**src/hw/rtl/idrm_pkg.sv**
```systemverilog
// Shared types and constants for the id range map translator.
// Used by idrm_cell and id_range_map_translator_unit; no dependencies.
package idrm_pkg;

	localparam int MAX_EXTENTS_DEF = 512;

	// item kinds on the input tuser
	typedef enum logic [2:0] {
		MODE_CLEAR  = 3'd0,
		MODE_APPEND = 3'd1,
		MODE_POINT  = 3'd2,
		MODE_MEMBER = 3'd3,
		MODE_EXTENT = 3'd4
	} mode_t;

	typedef enum logic [1:0] {
		ST_OK       = 2'd0,
		ST_UNMAPPED = 2'd1,
		ST_FULL     = 2'd2,
		ST_PASS     = 2'd3
	} status_t;

	// lookup flavor carried by the scan token
	typedef enum logic [1:0] {
		LK_POINT  = 2'd0,
		LK_MEMBER = 2'd1,
		LK_EXTENT = 2'd2
	} lookup_t;

	typedef struct packed {
		logic [31:0] up;
		logic [31:0] low;
		logic [31:0] cnt;
	} extent_t;

	// extent write broadcast to the cell row
	typedef struct packed {
		logic    en;
		logic    which;
		extent_t ext;
	} ext_wr_t;

	// scan token handed from cell to cell
	typedef struct packed {
		logic        valid;
		lookup_t     kind;
		logic        which;
		logic [31:0] key;
		logic [32:0] rend;    // key + span, no wrap
		logic        hit;
		logic [31:0] hit_up;
		logic [31:0] hit_off; // key - parent_first of the hit extent
	} token_t;

endpackage

```
**src/hw/rtl/idrm_cell.sv**
```systemverilog
// One cell of the extent row: holds entry IDX of the uid and gid tables
// and tests the passing scan token against it. Depends on idrm_pkg.
module idrm_cell #(
	parameter int MAX_EXTENTS = idrm_pkg::MAX_EXTENTS_DEF,
	parameter int IDX         = 0
) (
	input  logic                                 clk,
	input  logic                                 arst_n,
	input  idrm_pkg::ext_wr_t                    wr,
	input  logic [$clog2(MAX_EXTENTS+1)-1:0]     wr_idx,
	input  logic [$clog2(MAX_EXTENTS+1)-1:0]     live_n,
	input  idrm_pkg::token_t                     tok_i,
	output idrm_pkg::token_t                     tok_o
);

	localparam int CW = $clog2(MAX_EXTENTS + 1);
	localparam logic [CW-1:0] MY_IDX = CW'(IDX);

	idrm_pkg::extent_t ent_q [2];
	idrm_pkg::token_t  tok_q;

	idrm_pkg::extent_t e;
	logic [31:0]       d_low;
	logic [31:0]       d_up;
	logic [32:0]       l_end;
	logic              in_use;
	logic              cond;
	logic              hit;

	// table entries, undefined until written
	always_ff @(posedge clk) begin
		if (wr.en && wr_idx == MY_IDX) begin
			ent_q[wr.which] <= wr.ext;
		end
	end

	always_comb begin
		e      = ent_q[tok_i.which];
		d_low  = tok_i.key - e.low;
		d_up   = tok_i.key - e.up;
		l_end  = {1'b0, e.low} + {1'b0, e.cnt};
		in_use = MY_IDX < live_n;
		unique case (tok_i.kind)
			idrm_pkg::LK_POINT:  cond = (tok_i.key >= e.low) && (d_low < e.cnt);
			idrm_pkg::LK_MEMBER: cond = (tok_i.key >= e.up) && (d_up < e.cnt);
			idrm_pkg::LK_EXTENT: cond = (tok_i.key >= e.low) && (tok_i.rend <= l_end);
			default:             cond = 1'b0;
		endcase
		hit = tok_i.valid && !tok_i.hit && in_use && cond;
	end

	always_ff @(posedge clk or negedge arst_n) begin
		if (!arst_n) begin
			tok_q <= '0;
		end else begin
			tok_q <= tok_i;
			if (hit) begin
				tok_q.hit     <= 1'b1;
				tok_q.hit_up  <= e.up;
				tok_q.hit_off <= d_low;
			end
		end
	end

	assign tok_o = tok_q;

endmodule

```
**config.mk**
```make
export PLATFORM = sky130hd
export DESIGN_NAME = idrm_cell
export DESIGN_NICKNAME = d
export VERILOG_FILES = /design/src/hw/rtl/idrm_pkg.sv /design/src/hw/rtl/idrm_cell.sv
export SDC_FILE = /design/constraint.sdc
export NUM_CORES = 1
export LEC_CHECK = 0
export BUFFER_PORTS_ARGS = -buffer_cell sky130_fd_sc_hd__buf_2
export CELL_PAD_IN_SITES_DETAIL_PLACEMENT = 0
export CELL_PAD_IN_SITES_GLOBAL_PLACEMENT = 1
export CORE_UTILIZATION = 47
export DETAILED_ROUTE_END_ITERATION = 8
export PLACE_DENSITY_LB_ADDON = 0.08
export SYNTH_ARGS = -nofsm -noshare
export SYNTH_HDL_FRONTEND = slang
export SYNTH_SLANG_ARGS = --single-unit
```
**constraint.sdc**
```tcl
create_clock -name clk -period 10.2 [get_ports clk]
set_input_delay 3.06 -clock clk [delete_from_list [all_inputs] [get_ports clk]]
set_output_delay 3.06 -clock clk [all_outputs]
set_load 0.01 [all_outputs]
```
After elaboration in Yosys (flattened, before gate mapping)
Memories as Yosys holds them, arrays and structs flattened.
Index checks and enable logic that the tools add are counted.
Widths: inputs -> output; s select.
Storage, ports and cells
  register bits after elaboration: 134
  memory bits (writable): 192
  output and inout port bits: 134
  logic and storage cells: 34
  memories kept: 1
Memory list
  ent_q: depth 2, width 96, read ports 1, clocked after Yosys merged registers in 0, write ports 1, RTL line idrm_cell.sv:19  | idrm_pkg::extent_t ent_q [2];
Cells by class
  $add $sub $neg: 3
  order comparisons: 6
  equality and inequality tests: 2
  multiplexer cells: 4
  reduce and logical (&&, ||, !) cells: 10
Operators with widths (number)
  $mux 65: 1
  $ge 32x32->1: 2
  $lt 32x32->1: 2
  $sub 32x32->32: 2
  $add 32x32->33: 1
  $le 33x33->1: 1
  $logic_not 10->1: 1
  $lt 1x10->1 const A: 1
  $logic_and 1x1->1: 7
  $pmux 1 s3: 1
  $eq 2x1->1 const B: 1
  $eq 2x2->1 const B: 1
  $logic_not 2->1: 1
  $mux 1: 2
  $logic_not 1->1: 1

Logic depth before layout (Yosys ltp)
An unclocked memory read counts as a cell.
  depth after elaboration: 7
  depth in mapped cells: 27
  mapped depth without buffers: 24

Least setup slack after synthesis
No wires, ideal clock.
  kind: input -> register
  from: input tok_i[130] in the netlist's numbering
  to: register tok_q, in the netlist tok_o[10]
  arrival: 8529 ps
  required time: 10075 ps
  setup slack: 1546 ps
  stages on the path: 25
  path through: buf_4 clkbuf_1 clkbuf_1 mux2i_1 inv_1 ha_1 nor2b_1 o21ai_1 a21oi_1 o31ai_1 a21o_1 a31oi_1 o31ai_1 mux2_2 a2111oi_0 ha_1 nand4_1 nor4_1 a31oi_1 a211o_1 a21oi_1 o32ai_2 buf_6 buf_6 mux2_4
Between the ends
  cells in the longest elaborated chain, start to end: 7
Ends and longest elaborated chain
  start, declared: RTL line idrm_cell.sv:12  | input idrm_pkg::token_t tok_i,
  $mem_v2 2x96 (*)
  $add 32x32->33 (tied with other cells): RTL line idrm_cell.sv:41  | l_end = {1'b0, e.low} + {1'b0, e.cnt};
  $le 33x33->1 (tied with other cells): RTL line idrm_cell.sv:46  | idrm_pkg::LK_EXTENT: cond = (tok_i.key >= e.low) && (tok_i.rend <= l_end);
  $logic_and 1x1->1, on equally long branches: RTL line idrm_cell.sv:46, idrm_cell.sv:44, idrm_cell.sv:45
  $pmux 1 s3: RTL line idrm_cell.sv:43  | unique case (tok_i.kind)
  $logic_and 1x1->1: RTL line idrm_cell.sv:49  | hit = tok_i.valid && !tok_i.hit && in_use && cond;
  $mux 65 (*): RTL line idrm_cell.sv:57  | if (hit) begin
  end signal, assigned: RTL line idrm_cell.sv:56  | tok_q <= tok_i;
  end, declared: RTL line idrm_cell.sv:20  | idrm_pkg::token_t tok_q;
Every way passes the cells marked *; elsewhere a longest branch is shown, timed or not.

Worst setup path after layout
  from: input tok_i[130] in the netlist's numbering
  to: register tok_q, in the netlist tok_o[53]
The elaborated chain is that of the path after synthesis.

==> metrics.md <==
| Metric | Value |
|---|---|
| Clock tree buffer depth | 3 |
| First-pass GRT wire length | 75.5 mm |
| Largest net degree at the start of global routing | 76 |
| Max VDD drop | 0.000144 V |
| Relative slew margins | 41.4% |
| Vias per cell | 5.40 |
| Most area-consuming cells after synthesis | edfxtp_1, dfrtp_1, ha_1 |
| Crit path max fanout | 34 |
| Ys async rst share | 41.1% |
| Startpoint types | input pin |
| Arr. time, crit path | 9.64 ns |
| CP Class | input pin to register |
| Synth Flop Type | edfxtp_1 |
| TNS Setup | 0 ns |
| # port buffers | 387 |
| Yosys Warn Count | 0 |
| CTS Sinks | 326 |
| Critical Path Slowest Stage Cell | o32ai_4 |
| Critical path cell sequence | buf_6 > mux2i_1 > inv_1 > ha_1 > nor2b_1 > o21ai_1 > a21oi_1 > o31ai_1 > a21o_1 > a31oi_1 > o31ai_1 > mux2_2 > a2111oi_0 > ha_1 > nand4_1 > nor4_1 > nand4_1 > a21oi_1 > a21oi_1 > o32ai_4 > buf_4 > mux2i_1 |
| All-layer global routing usage | 25.7% |
| Worst Max-Slew Pin Slew | 0.874 ns |
| CTS tree | done |
| Post-cts sizing count | 0 |
| Core ar. | 38,000 um2 |
| Most common cell on crit path | a21oi_1 |
| CP required | 10.66 ns |
| # DRC | 0 |
| Design Power | 0.00340 W |
| Starting DRC count in detailed routing | 938 |
| Global route overflow | 0 |
| Final slew viol count | 0 |
| Cell variety after synth | 74 |
| Clock period minus worst slack | 9.18 ns |
| LEAKAGE | 10.1 nW |
| RD Place Congestion | 0.906 |
| Synth top area share | 31.4% |
| Yosys top cell by area | edfxtp_1 |
| CTS Hold Bufs | 0 |
| Worst-path clk slew | 0.06 ns |
| Initial DRT Pass Iterations | 5 |
| Post-DR wirelength/cell | 20.2 um |
| Max Clock Skew | 0.0324 ns |
| Placement Cell Area | 20,900 um2 |
| Fmax | 0.109 GHz |
| DR vias | 13,600 |
| Top-count cell post-synth | edfxtp_1 |
| Period utilisation layout | 90.0% |
| Die area | 39,800 um2 |
| Final HPWL DP | 40.7 mm |
| CTS H-tree lvls | 2 |
| Cells after Synth | 1,558 |
| Number of global-route vias before repair | 13,300 |
| List of most frequent post-synthesis cells | edfxtp_1, ha_1, dfrtp_1 |
| Final net count | 2,420 |
| Final ANT Viol Nets | 0 |
| Hold WC Path Type | register to register |
| Rows | 71 |
| CP delay by family, top | compound AO/OA/AOI/OAI gates |
| Clock Tree Root | clkbuf_16 |
| Endpoints failing setup | 0 |
| Post-Synthesis Net Count | 2,006 |
| Sequential share of the synthesized area | 49.7% |
| Unrepaired setup endpoints after global routing | no |
| Design area | 22,200 um2 |
| CP endpoint kind | register |
| IO Count | 388 |
| CTS buffer count | 36 |
| Syn_area_per_cell | 11.8 um2 |
| Initial antenna violation count | 8 |
| # Max-Cap Violations | 0 |
| Power Density | 153 nW/um2 |
| Status | complete, no violations |
| Synth Cell Area | 18,300 um2 |
| Layout cells sized above 1 | 25.8% |
| EDFF count, synth | 192 |
| Register bit total from synthesis | 326 |
| Initial core utilization | 48.2% |
| Worst-Skew Late Latency | 0.57 ns |
| Die Y | 200 um |
| Drt total wl | 51.0 mm |
| Buf/Inv on CP | 3 |
| Synth-to-layout area growth | 21.2% |
| Die width | 200 um |
| Crit-path max cell delay | 0.59 ns |
| Endpoints failing hold | 0 |
| Setup bufs post-CTS | 0 |
## cell type report
cell class | count | area [um2]
Fill cell | 3262 | 15800
Sequential cell | 326 | 9120
Antenna cell | 6 | 15.0
Clock buffer | 50 | 1070
Timing Repair Buffer | 405 | 2100
Inverter | 125 | 469
Tap cell | 511 | 639
Multi-Input combinational cell | 1078 | 8620
Clock inverter | 16 | 185
## sequential cells by signal (all words and copies together) (netlist names)
name   cells
ent_q    192
tok_o    134
## tightest hold or removal path: stages, from the launching register on
cell      delay, ns
edfxtp_1       0.32
mux2i_1        0.09
mux2i_1        0.13
## report_power, final
group	switching, W	internal, W
Combinational	0.000340	0.000252
Clock	0.000546	0.000816
Sequential	0.00000914	0.00143
## placed cells by master, fill, tap and decap left out, types with 23 or more instances in the layout
cell / count
buf_2: 385
edfxtp_1: 192
ha_1: 191
dfrtp_1: 134
mux2i_1: 126
inv_1: 125
a21oi_1: 124
o21ai_0: 71
nor2_1: 71
nand2_1: 54
a21o_1: 46
xnor2_1: 46
clkbuf_16: 39
nand4_1: 31
xor2_1: 27
a211oi_1: 23
## stage by stage
step	setup WS (ns)	hold WS, ns	util, %	std cells
after floorplan	1.55	0.533	-	1558
after global placement	0.662	0.554	55.1	2445
after detailed placement	0.606	0.568	55.1	2445
after CTS	1.15	0.580	58.4	2511
after global routing	0.722	0.618	58.4	2511
final	1.02	0.580	58.4	2517
## final timing paths
kind | startpoint | to | slack (ns) | cells after the start
worst max-delay path | tok_i[130] | tok_o[53] | 1.02 | 22
worst min-delay path | ent_q[0][77] | tok_o[45] | 0.58 | 2
worst max register to register | ent_q[1][2] | tok_o[53] | 3.65 | 21
worst min register to register | ent_q[0][77] | tok_o[45] | 0.58 | 2
max in group asynchronous | arst_n | tok_o[54] | 6.45 | 2
min in group asynchronous | arst_n | tok_o[65] | 2.49 | 1
## kinds of logic after synthesis
kind of cell / Yosys count / share of synthesized area (%)
AOI/OAI and AO/OA: 375 / 13.0
xor gates and xnor gates: 73 / 3.49
adders and majority gates: 194 / 13.4
buffers and inverters: 154 / 3.37
DFF: 326 / 49.7
muxes: 161 / 9.44
and+or+nand+nor: 275 / 7.56
## per-layer routing
metal,track usage [%],vias up,share of wire (%)
met5,0,-,0.049
met4,6.87,4,1.8
met3,5.59,67,7.1
met2,38.4,464,43
met1,37.3,6410,48
li1,-,6644,-
Note: power is estimated with default switching activity, not from simulation.
